`src/rtl/udfu_pkg.sv`:
```
`timescale 1ns / 1ps
package udfu_pkg;

   localparam int ADDR_W  = 23;
   localparam int VALUE_W = 16;
   localparam int LEN_W   = 16;
   localparam int PAY_W   = 48;
   localparam int ACT_W   = 4;
   localparam int BASE_W  = 16;
   localparam int MAX_RES = 3;

   localparam logic [BASE_W-1:0] APP_BASE_RESET = 16'h0400;

   // Event codes.
   localparam logic [1:0] EV_BUS_RESET = 2'd0;
   localparam logic [1:0] EV_OUT_DONE  = 2'd1;
   localparam logic [1:0] EV_SETUP     = 2'd2;

   // Action codes.
   localparam logic [ACT_W-1:0] ACT_EPRESET  = 4'd0;
   localparam logic [ACT_W-1:0] ACT_DEVDESC  = 4'd1;
   localparam logic [ACT_W-1:0] ACT_CFGDESC  = 4'd2;
   localparam logic [ACT_W-1:0] ACT_SEND     = 4'd3;
   localparam logic [ACT_W-1:0] ACT_STALL    = 4'd4;
   localparam logic [ACT_W-1:0] ACT_ZLP      = 4'd5;
   localparam logic [ACT_W-1:0] ACT_SETADDR  = 4'd6;
   localparam logic [ACT_W-1:0] ACT_CFGSTORE = 4'd7;
   localparam logic [ACT_W-1:0] ACT_ERASE    = 4'd8;
   localparam logic [ACT_W-1:0] ACT_WRITE    = 4'd9;

   // Request types.
   localparam logic [7:0] RT_STD_DEVICE    = 8'h00;
   localparam logic [7:0] RT_STD_IFACE_OUT = 8'h01;
   localparam logic [7:0] RT_DFU_CLASS     = 8'h21;

   // Standard request codes.
   localparam logic [7:0] REQ_GET_STATUS        = 8'd0;
   localparam logic [7:0] REQ_CLEAR_FEATURE     = 8'd1;
   localparam logic [7:0] REQ_SET_FEATURE       = 8'd3;
   localparam logic [7:0] REQ_SET_ADDRESS       = 8'd5;
   localparam logic [7:0] REQ_GET_DESCRIPTOR    = 8'd6;
   localparam logic [7:0] REQ_GET_CONFIGURATION = 8'd8;
   localparam logic [7:0] REQ_SET_CONFIGURATION = 8'd9;

   // DFU class request codes.
   localparam logic [7:0] CLS_DOWNLOAD   = 8'd1;
   localparam logic [7:0] CLS_GET_STATUS = 8'd3;
   localparam logic [7:0] CLS_GET_STATE  = 8'd5;

   // Descriptor types.
   localparam logic [7:0] DESC_DEVICE = 8'd1;
   localparam logic [7:0] DESC_CONFIG = 8'd2;

   // DFU states.
   localparam logic [7:0] DFU_STATE_IDLE   = 8'h02;
   localparam logic [7:0] DFU_STATE_DNLOAD = 8'h05;

   typedef struct packed {
      logic [1:0]         event_req;
      logic [7:0]         request_type;
      logic [7:0]         request_code;
      logic [VALUE_W-1:0] request_value;
      logic [LEN_W-1:0]   request_length;
   } req_item_type;

   typedef struct packed {
      logic [ACT_W-1:0]  action;
      logic [LEN_W-1:0]  send_length;
      logic [PAY_W-1:0]  payload;
      logic [ADDR_W-1:0] target_address;
      logic              last;
   } rsp_item_type;

   // One classified item: up to three actions sharing one set of fields.
   typedef struct packed {
      logic [1:0]                    count;
      logic [MAX_RES-1:0][ACT_W-1:0] action;
      logic [LEN_W-1:0]              send_length;
      logic [PAY_W-1:0]              payload;
      logic [ADDR_W-1:0]             target_address;
   } job_type;

endpackage

```
`src/rtl/udfu_front.sv`:
```
`timescale 1ns / 1ps
module udfu_front #(
   parameter int PAGE_BYTES    = 64,
   parameter int PAGES_PER_ROW = 4
) (
   input  logic                   clock,
   input  logic                   reset,
   input  logic                   req_valid,
   output logic                   req_stall,
   input  udfu_pkg::req_item_type req_data,
   input  logic                   csr_valid,
   output logic                   csr_ready,
   input  logic [15:0]            csr_data,
   output logic                   push,
   output udfu_pkg::job_type      push_job,
   input  logic                   queue_full
);
   import udfu_pkg::*;

   localparam int ROW_BYTES = PAGE_BYTES * PAGES_PER_ROW;
   localparam int ROW_LOG   = $clog2(ROW_BYTES);
   localparam int DIV_SHIFT = ADDR_W + ROW_LOG;
   localparam int RECIP_W   = ADDR_W + 2;
   localparam int PROD_W    = ADDR_W + RECIP_W;
   localparam int OFF_W     = VALUE_W + $clog2(PAGE_BYTES + 1) + 1;
   localparam int REM_W     = ADDR_W + 1;
   localparam longint unsigned RECIP_FULL =
      ((64'd1 << DIV_SHIFT) + ROW_BYTES - 1) / ROW_BYTES;
   localparam logic [RECIP_W-1:0] RECIP = RECIP_W'(RECIP_FULL);

   logic [BASE_W-1:0] app_base_ff;

   logic              s1_valid_ff, s2_valid_ff, s3_valid_ff;
   req_item_type      s1_item_ff, s2_item_ff, s3_item_ff;
   logic [ADDR_W-1:0] s2_addr_ff, s3_addr_ff, s3_row_ff;

   logic [OFF_W-1:0]  off_sum;
   logic [ADDR_W-1:0] s2_addr_in;
   logic [PROD_W-1:0] recip_prod;
   logic [ADDR_W-1:0] s3_row_in;
   logic [REM_W-1:0]  row_start, row_rem, row_rem_fix;
   logic              row_first;

   logic              advance, fire;

   logic [VALUE_W-1:0] config_value_ff, config_value_in;
   logic               download_mode_ff, download_mode_in;
   logic [ADDR_W-1:0]  pending_addr_ff, pending_addr_in;
   logic               pending_valid_ff, pending_valid_in;
   logic               pending_erase_ff, pending_erase_in;

   job_type    job;
   logic [7:0] dfu_state;
   logic [7:0] type_low;
   logic       arm_write;

   assign csr_ready = 1'b1;
   assign advance   = !(s3_valid_ff && queue_full);
   assign req_stall = !advance;
   assign fire      = s3_valid_ff && advance;

   always_ff @(posedge clock) begin
      if (reset) begin
         app_base_ff <= APP_BASE_RESET;
      end else if (csr_valid) begin
         app_base_ff <= csr_data;
      end
   end

   // Page address, then row number by reciprocal multiply, then the remainder.
   always_comb begin
      off_sum    = OFF_W'(s1_item_ff.request_value) * OFF_W'(PAGE_BYTES)
                 + OFF_W'(app_base_ff);
      s2_addr_in = ADDR_W'(off_sum);
      recip_prod = PROD_W'(s2_addr_ff) * PROD_W'(RECIP);
      s3_row_in  = ADDR_W'(recip_prod >> DIV_SHIFT);
      row_start  = REM_W'(s3_row_ff) * REM_W'(ROW_BYTES);
      row_rem    = REM_W'(s3_addr_ff) - row_start;
      if (row_rem >= REM_W'(ROW_BYTES)) begin
         row_rem_fix = row_rem - REM_W'(ROW_BYTES);
      end else begin
         row_rem_fix = row_rem;
      end
      row_first = row_rem_fix < REM_W'(PAGE_BYTES);
   end

   always_ff @(posedge clock) begin
      if (reset) begin
         s1_valid_ff <= 1'b0;
         s2_valid_ff <= 1'b0;
         s3_valid_ff <= 1'b0;
      end else if (advance) begin
         s1_valid_ff <= req_valid;
         s2_valid_ff <= s1_valid_ff;
         s3_valid_ff <= s2_valid_ff;
      end
   end

   always_ff @(posedge clock) begin
      if (advance) begin
         s1_item_ff <= req_data;
         s2_item_ff <= s1_item_ff;
         s2_addr_ff <= s2_addr_in;
         s3_item_ff <= s2_item_ff;
         s3_addr_ff <= s2_addr_ff;
         s3_row_ff  <= s3_row_in;
      end
   end

   always_comb begin
      job              = '0;
      config_value_in  = config_value_ff;
      download_mode_in = download_mode_ff;
      pending_addr_in  = pending_addr_ff;
      pending_valid_in = pending_valid_ff;
      pending_erase_in = pending_erase_ff;
      dfu_state        = download_mode_ff ? DFU_STATE_DNLOAD : DFU_STATE_IDLE;
      type_low         = {1'b0, s3_item_ff.request_type[6:0]};
      arm_write        = 1'b0;
      case (s3_item_ff.event_req)
         EV_BUS_RESET: begin
            job.count     = 2'd1;
            job.action[0] = ACT_EPRESET;
         end
         EV_OUT_DONE: begin
            if (pending_valid_ff) begin
               job.target_address = pending_addr_ff;
               pending_valid_in   = 1'b0;
               if (pending_erase_ff) begin
                  job.count     = 2'd3;
                  job.action[0] = ACT_ERASE;
                  job.action[1] = ACT_WRITE;
                  job.action[2] = ACT_ZLP;
               end else begin
                  job.count     = 2'd2;
                  job.action[0] = ACT_WRITE;
                  job.action[1] = ACT_ZLP;
               end
            end
         end
         EV_SETUP: begin
            if (s3_item_ff.request_type == RT_STD_IFACE_OUT) begin
               job.count     = 2'd1;
               job.action[0] = ACT_ZLP;
            end else begin
               case (type_low)
                  RT_STD_DEVICE, RT_STD_IFACE_OUT: begin
                     case (s3_item_ff.request_code)
                        REQ_GET_DESCRIPTOR: begin
                           job.count = 2'd1;
                           case (s3_item_ff.request_value[15:8])
                              DESC_DEVICE: begin
                                 job.action[0]   = ACT_DEVDESC;
                                 job.send_length = s3_item_ff.request_length;
                              end
                              DESC_CONFIG: begin
                                 job.action[0]   = ACT_CFGDESC;
                                 job.send_length = s3_item_ff.request_length;
                              end
                              default: begin
                                 job.action[0] = ACT_STALL;
                              end
                           endcase
                        end
                        REQ_GET_CONFIGURATION: begin
                           job.count       = 2'd1;
                           job.action[0]   = ACT_SEND;
                           job.send_length = LEN_W'(1);
                           job.payload     = PAY_W'(config_value_ff[7:0]);
                        end
                        REQ_GET_STATUS: begin
                           job.count       = 2'd1;
                           job.action[0]   = ACT_SEND;
                           job.send_length = LEN_W'(2);
                        end
                        REQ_CLEAR_FEATURE, REQ_SET_FEATURE: begin
                           job.count     = 2'd1;
                           job.action[0] = ACT_STALL;
                        end
                        REQ_SET_ADDRESS: begin
                           job.count          = 2'd2;
                           job.action[0]      = ACT_ZLP;
                           job.action[1]      = ACT_SETADDR;
                           job.target_address =
                              ADDR_W'(s3_item_ff.request_value[6:0]);
                        end
                        REQ_SET_CONFIGURATION: begin
                           config_value_in = s3_item_ff.request_value;
                           job.count       = 2'd2;
                           job.action[0]   = ACT_CFGSTORE;
                           job.action[1]   = ACT_ZLP;
                           job.payload     = PAY_W'(s3_item_ff.request_value);
                        end
                        default: begin
                        end
                     endcase
                  end
                  RT_DFU_CLASS: begin
                     if (s3_item_ff.request_code == CLS_GET_STATUS) begin
                        job.count       = 2'd1;
                        job.action[0]   = ACT_SEND;
                        job.send_length = LEN_W'(6);
                        job.payload     = {8'h00, dfu_state, 32'h0};
                     end else if (s3_item_ff.request_code == CLS_GET_STATE) begin
                        job.count       = 2'd1;
                        job.action[0]   = ACT_SEND;
                        job.send_length = LEN_W'(1);
                        job.payload     = PAY_W'(dfu_state);
                     end else begin
                        if (s3_item_ff.request_code == CLS_DOWNLOAD) begin
                           download_mode_in = 1'b0;
                           if (s3_item_ff.request_length != '0) begin
                              arm_write        = 1'b1;
                              download_mode_in = 1'b1;
                              pending_addr_in  = s3_addr_ff;
                              pending_valid_in = 1'b1;
                              pending_erase_in = row_first;
                           end
                        end
                        if (!(arm_write || pending_valid_ff)) begin
                           job.count     = 2'd1;
                           job.action[0] = ACT_ZLP;
                        end
                     end
                  end
                  default: begin
                  end
               endcase
            end
         end
         default: begin
         end
      endcase
   end

   always_ff @(posedge clock) begin
      if (reset) begin
         config_value_ff  <= '0;
         download_mode_ff <= 1'b0;
         pending_valid_ff <= 1'b0;
      end else if (fire) begin
         config_value_ff  <= config_value_in;
         download_mode_ff <= download_mode_in;
         pending_valid_ff <= pending_valid_in;
      end
   end

   always_ff @(posedge clock) begin
      if (fire) begin
         pending_addr_ff  <= pending_addr_in;
         pending_erase_ff <= pending_erase_in;
      end
   end

   assign push     = fire && (job.count != 2'd0);
   assign push_job = job;

endmodule

```
`src/rtl/udfu_queue.sv`:
```
`timescale 1ns / 1ps
module udfu_queue (
   input  logic              clock,
   input  logic              reset,
   input  logic              push,
   input  udfu_pkg::job_type push_job,
   output logic              full,
   input  logic              pop,
   output udfu_pkg::job_type head_job,
   output logic              empty
);
   import udfu_pkg::*;

   localparam int DEPTH  = 2;
   localparam int PTR_W  = $clog2(DEPTH);
   localparam int FILL_W = $clog2(DEPTH + 1);

   job_type             entries_ff [DEPTH];
   logic [PTR_W-1:0]    wr_ptr_ff, rd_ptr_ff;
   logic [FILL_W-1:0]   fill_ff, fill_in;
   logic                do_push, do_pop;

   assign full     = fill_ff == FILL_W'(DEPTH);
   assign empty    = fill_ff == '0;
   assign do_push  = push && !full;
   assign do_pop   = pop && !empty;
   assign head_job = entries_ff[rd_ptr_ff];

   always_comb begin
      fill_in = fill_ff;
      if (do_push && !do_pop) begin
         fill_in = fill_ff + FILL_W'(1);
      end else if (do_pop && !do_push) begin
         fill_in = fill_ff - FILL_W'(1);
      end
   end

   always_ff @(posedge clock) begin
      if (reset) begin
         wr_ptr_ff <= '0;
         rd_ptr_ff <= '0;
         fill_ff   <= '0;
      end else begin
         fill_ff <= fill_in;
         if (do_push) begin
            wr_ptr_ff <= wr_ptr_ff + PTR_W'(1);
         end
         if (do_pop) begin
            rd_ptr_ff <= rd_ptr_ff + PTR_W'(1);
         end
      end
   end

   always_ff @(posedge clock) begin
      if (do_push) begin
         entries_ff[wr_ptr_ff] <= push_job;
      end
   end

endmodule

```
`src/rtl/udfu_back.sv`:
```
`timescale 1ns / 1ps
module udfu_back (
   input  logic                   clock,
   input  logic                   reset,
   input  logic                   queue_empty,
   input  udfu_pkg::job_type      head_job,
   output logic                   pop,
   output logic                   rsp_valid,
   input  logic                   rsp_stall,
   output udfu_pkg::rsp_item_type rsp_data
);
   import udfu_pkg::*;

   logic [1:0]       idx_ff, idx_in;
   logic             rsp_valid_ff, rsp_valid_in;
   rsp_item_type     rsp_data_ff, rsp_data_in;
   logic             load, is_last;
   logic [ACT_W-1:0] act;

   assign load    = !queue_empty && (!rsp_valid_ff || !rsp_stall);
   assign act     = head_job.action[idx_ff];
   assign is_last = idx_ff == (head_job.count - 2'd1);
   assign pop     = load && is_last;

   always_comb begin
      rsp_data_in        = '0;
      rsp_data_in.action = act;
      rsp_data_in.last   = is_last;
      if (act != ACT_ZLP) begin
         rsp_data_in.send_length    = head_job.send_length;
         rsp_data_in.payload        = head_job.payload;
         rsp_data_in.target_address = head_job.target_address;
      end
      rsp_valid_in = load || (rsp_valid_ff && rsp_stall);
      idx_in       = idx_ff;
      if (load) begin
         idx_in = is_last ? 2'd0 : idx_ff + 2'd1;
      end
   end

   always_ff @(posedge clock) begin
      if (reset) begin
         idx_ff       <= '0;
         rsp_valid_ff <= 1'b0;
      end else begin
         idx_ff       <= idx_in;
         rsp_valid_ff <= rsp_valid_in;
      end
   end

   always_ff @(posedge clock) begin
      if (load) begin
         rsp_data_ff <= rsp_data_in;
      end
   end

   assign rsp_valid = rsp_valid_ff;
   assign rsp_data  = rsp_data_ff;

endmodule

```
`src/rtl/usb_dfu_control_request_handler.sv`:
```
`timescale 1ns / 1ps
// Channel   Direction  Handshake              Beat
// req_      in         req_valid / req_stall  one control endpoint event
// rsp_      out        rsp_valid / rsp_stall  one action, last marks the final one
// csr_      in         csr_valid / csr_ready  app_base write data
//
// An event passes three front stages (page address, row division, decode) and
// then a two-entry queue, and the back end registers each action before it is sent.
// The back end sends one action per cycle unless rsp_ stalls; an event has up to three.
// Reset is synchronous and clears the pipeline, the queue and the stored state at once.
// A stall on rsp_ fills the queue and then stalls req_; csr_ready is always high.
module usb_dfu_control_request_handler #(
   parameter int PAGE_BYTES    = 64,
   parameter int PAGES_PER_ROW = 4
) (
   input  logic                   clock,
   input  logic                   reset,
   input  logic                   req_valid,
   output logic                   req_stall,
   input  udfu_pkg::req_item_type req_data,
   output logic                   rsp_valid,
   input  logic                   rsp_stall,
   output udfu_pkg::rsp_item_type rsp_data,
   input  logic                   csr_valid,
   output logic                   csr_ready,
   input  logic [15:0]            csr_data
);
   import udfu_pkg::*;

   logic    push, queue_full, pop, queue_empty;
   job_type push_job, head_job;

   udfu_front #(
      .PAGE_BYTES    (PAGE_BYTES),
      .PAGES_PER_ROW (PAGES_PER_ROW)
   ) u_front (
      .clock      (clock),
      .reset      (reset),
      .req_valid  (req_valid),
      .req_stall  (req_stall),
      .req_data   (req_data),
      .csr_valid  (csr_valid),
      .csr_ready  (csr_ready),
      .csr_data   (csr_data),
      .push       (push),
      .push_job   (push_job),
      .queue_full (queue_full)
   );

   udfu_queue u_queue (
      .clock    (clock),
      .reset    (reset),
      .push     (push),
      .push_job (push_job),
      .full     (queue_full),
      .pop      (pop),
      .head_job (head_job),
      .empty    (queue_empty)
   );

   udfu_back u_back (
      .clock       (clock),
      .reset       (reset),
      .queue_empty (queue_empty),
      .head_job    (head_job),
      .pop         (pop),
      .rsp_valid   (rsp_valid),
      .rsp_stall   (rsp_stall),
      .rsp_data    (rsp_data)
   );

endmodule

```
`config.mk`:
```
export PLATFORM = sky130hd
export DESIGN_NAME = usb_dfu_control_request_handler
export DESIGN_NICKNAME = d
export VERILOG_FILES = /design/src/rtl/udfu_pkg.sv /design/src/rtl/udfu_front.sv /design/src/rtl/udfu_queue.sv /design/src/rtl/udfu_back.sv /design/src/rtl/usb_dfu_control_request_handler.sv
export SDC_FILE = /design/constraint.sdc
export NUM_CORES = 1
export LEC_CHECK = 0
export BUFFER_PORTS_ARGS = -buffer_cell sky130_fd_sc_hd__buf_2
export CORE_MARGIN = 2
export CORE_UTILIZATION = 40
export DETAILED_ROUTE_END_ITERATION = 8
export MAX_ROUTING_LAYER = met4
export PLACE_DENSITY = 0.62
export SLEW_MARGIN = 20
export SYNTH_ARGS = -nofsm -noshare
export SYNTH_HDL_FRONTEND = slang
export SYNTH_SLANG_ARGS = --single-unit
```
`constraint.sdc`:
```
create_clock -name clock -period 16.1 [get_ports clock]
set_clock_uncertainty 0.2 [all_clocks]
set_input_delay 1.61 -clock clock [delete_from_list [all_inputs] [get_ports clock]]
set_output_delay 1.61 -clock clock [all_outputs]
set_load 0.01 [all_outputs]
```
==> reports/qor.yml <==
drt:
  vias_per_cell: 4.776
  ant_nets: 0
  via_count: 8315
  post_drt_wl_per_cell_um: 17.00
  wl_met2_mm: 13.30
  wirelength_mm: 29.59
  first_iter_violations: 553
  top_layer: "met4"
  wl_met3_mm: 1.424
  dr.pass1.iters: 7
  drcViolationCount: 0
  met1Wirelength_mm: 14.26
cells_and_area:
  final_util_pct: 47.07
  fillCellCount: 3622
  syn2layout_area_growth_pct: 15.96
  nNetsFinal: 1254
  multi_input_area_um2: 3438
  regArea_um2: 13300
  final_common_cell: "edfxtp_1"
  final_cell_mix: "418 x edfxtp_1, 135 x buf_2, 111 x nor2_1"
  drive_above_1_share_pct: 19.90
clocking:
  clockRootBuffer: "clkbuf_16"
  cts_buffers: 46
  clock-sinks: 455
  post_cts_buffers: 0
  clk-insertion-delay-late_ns: 0.55
  cts_buffer_depth: 3
  cts_tree: "built"
  post_cts_resized: 0
  cts-hold-fix-buffers: 0
  htreeDepth: 2
  clk_pin_slew_ns: 0.06
floorplan:
  die_x_um: 210.5
  die_h_um: 210.5
  rows: 75
  core_um2: 42040
  die-area_um2: 44330
  initial_utilization_pct: 40.59
  ios: 166
setup_path:
  rrSetupSlack_ns: 12.58
  reg2regPathDepth: 9
  timing.critical_path.fanout_max: 15
  arrival_ns: 3.80
  reg2reg_from: "u_front.s3_item_ff[41]$_DFFE_PN_"
  worstSetupPathType: "register to register"
  crit_required_ns: 16.37
  crit_path_end_kind: "register"
  reg2reg_to: "u_queue.fill_ff[1]$_SDFFE_PP0P_"
  start_kind: "register"
min_path:
  hold_depth: 0
  hold_class: "register to register"
  min_to: "u_front.pending_addr_ff[0]$_DFFE_PP_"
  hp-start: "u_front.s3_addr_ff[0]$_DFFE_PN_"
job:
  cap_viol_max_count: 0
sta:
  worstMarginPinSlew_ns: 1.007
  rsz0062_at_grt: "no"
  min_period_ns: 3.522
  finalSetupTns_ns: 0
  slew_headroom_pct: 32.89
  holdWs_ns: 0.2034
  setup_violations: 0
  hold_viol: 0
  slew_viol_final: 0
  max_freq_mhz: 284.0
  fin_crit_sh_pct: 21.87
outcome:
  status: "finished clean"
synthesis:
  yosys_warnings: 0
  syn_inst: 1018
  avgSynthCellArea_um2: 16.76
  syn_area_um2: 17060
  synth-seq-cells: 455
  synth_ff_type: "edfxtp_1"
  ys_types: 67
  seq_area_frac_synth_pct: 77.90
  synthArstFlopShare_pct: 0
  synth-edff-count: 418
grt:
  antenna_found_initial: 1
  grt_start_max_net_pins: 201
  grt_usage_pct: 13.74
  overflow: 0
  grt_pass1_wl_mm: 46.02
  grt_pass1_vias: 8195
power:
  p_per_area_nw_per_um2: 128.7
  p_leak_nw: 6.759
  ir_drop_mv: 0.06802
placed_design:
  gp_congestion: 0.8360
  dp_hpwl_mm: 19.63
  numPortBuffers: 135
## where the power goes
| group | internal (W) | switching, W |
|---|---|---|
| clock network | 0.000653 | 0.000425 |
| registers | 0.00135 | 0.0000245 |
| logic | 0.0000377 | 0.0000599 |
## how the worst max path moves through the flow
stage,start,endpoint,slack [ns],cells after the start
after floorplan,u_front.s3_item_ff[37]$_DFFE_PN_,u_queue.entries_ff[0][0]$_DFFE_PP_,6.97,7
after global placement,register,u_back.rsp_data[12]$_SDFFCE_PN0P_,12.48,6
after detailed placement,register,u_back.rsp_data[56]$_SDFFCE_PN0P_,12.41,6
after CTS,register,u_back.rsp_data[56]$_SDFFCE_PN0P_,12.39,6
after global routing,u_front.s3_item_ff[41]$_DFFE_PN_,u_queue.entries_ff[1][30]$_DFFE_PP_,12.34,7
final,u_front.s3_item_ff[41]$_DFFE_PN_,u_queue.fill_ff[1]$_SDFFE_PP0P_,12.58,9
## synthesized netlist by cell type (2+ instances only)
cell,number,share of area (%)
nor2_1,111,2.4
xor2_1,8,0.41
or2_2,2,0.073
and3b_1,2,0.10
a211oi_1,2,0.088
buf_2,7,0.21
o311ai_0,3,0.15
nor2b_1,7,0.26
a21oi_1,26,0.76
nand3b_1,6,0.26
nor3b_1,2,0.088
nor4_1,6,0.22
nor4b_2,3,0.26
mux4_2,2,0.26
and3_1,24,0.88
dfxtp_1,37,4.3
o21ai_1,2,0.059
o2bb2ai_1,2,0.10
and2_1,30,1.1
xnor2_1,10,0.51
buf_1,2,0.044
inv_1,20,0.44
nor4_2,2,0.15
edfxtp_1,418,74
a31oi_1,4,0.15
o21ai_0,20,0.59
conb_1,2,0.044
or3_1,4,0.15
nand2_1,17,0.37
ha_1,15,1.1
clkbuf_1,28,0.62
buf_4,31,1.4
nand4_1,6,0.22
nand2b_1,5,0.18
nor3_1,12,0.35
mux2_2,6,0.40
a22o_1,12,0.62
mux2i_1,85,5.0
o211ai_1,6,0.26
nand3_1,4,0.12
## routing by layer
| metal | vias up | GRT usage [%] |
|---|---|---|
| li1 | 4075 | - |
| met1 | 3981 | 19.31 |
| met2 | 204 | 20.31 |
| met3 | 55 | 2.607 |
| met4 | 0 | 4.395 |
| met5 | - | - |
## area by class of cell
type,count,share of cell area (%)
clock inverter,22,1.252
tap,539,3.408
inverter,20,0.3794
timing repair buffer,142,3.762
clock buffer,60,6.608
antenna,1,0.01265
sequential,455,67.20
multi-input combinational,502,17.38
## stage by stage
step	worst slack, ns	power, W	instance area (um^2)	instances
finish	12.58	0.002546	19790	1741
global route	12.34	0.002633	19790	1741
CTS	12.39	0.002576	19780	1740
detailed placement	12.41	0.001496	18220	1658
global placement	12.48	0.001492	18210	1658
floorplan	6.974	0.001458	17170	1046
## registers in the layout, indices dropped and copies added (netlist names), named ones only
signal / cells
u_queue.fill_ff: 2
u_front.pending_erase_ff: 1
u_front.s3_addr_ff: 23
u_back.rsp_data: 62
u_front.s1_item_ff: 50
u_front.pending_addr_ff: 23
u_front.download_mode_ff: 1
u_front.s3_item_ff: 50
u_front.s3_valid_ff: 1
u_front.pending_valid_ff: 1
u_back.idx_ff: 2
u_queue.wr_ptr_ff: 1
u_front.app_base_ff: 16
u_queue.entries_ff: 136
u_front.s2_valid_ff: 1
u_front.config_value_ff: 8
u_queue.rd_ptr_ff: 1
u_back.rsp_valid: 1
u_front.s2_item_ff: 50
u_front.s1_valid_ff: 1
u_front.s2_addr_ff: 23
## cells by family (layout without fill, tap and decap cells)
family	Yosys count	in the layout	synth area share (%)
fa+ha+maj	17	17	1.276
other cells	2	31	0.04401
flops	455	455	77.90
buf+inv	89	244	2.735
xor+xnor	18	18	0.9239
mux	93	93	5.646
simple gates	255	255	7.978
compound gates	89	89	3.498
## critical path, cell delays in order (launching register included)
cell and delay (ns):
edfxtp_1 0.35, nor3_1 0.33, and3b_1 0.38, and3_1 0.52
a31oi_1 0.23, and2_4 0.23, nor3_1 0.34, ha_1 0.35
or3_1 0.38, a21oi_1 0.14
Power figures use the tool's default switching activity.
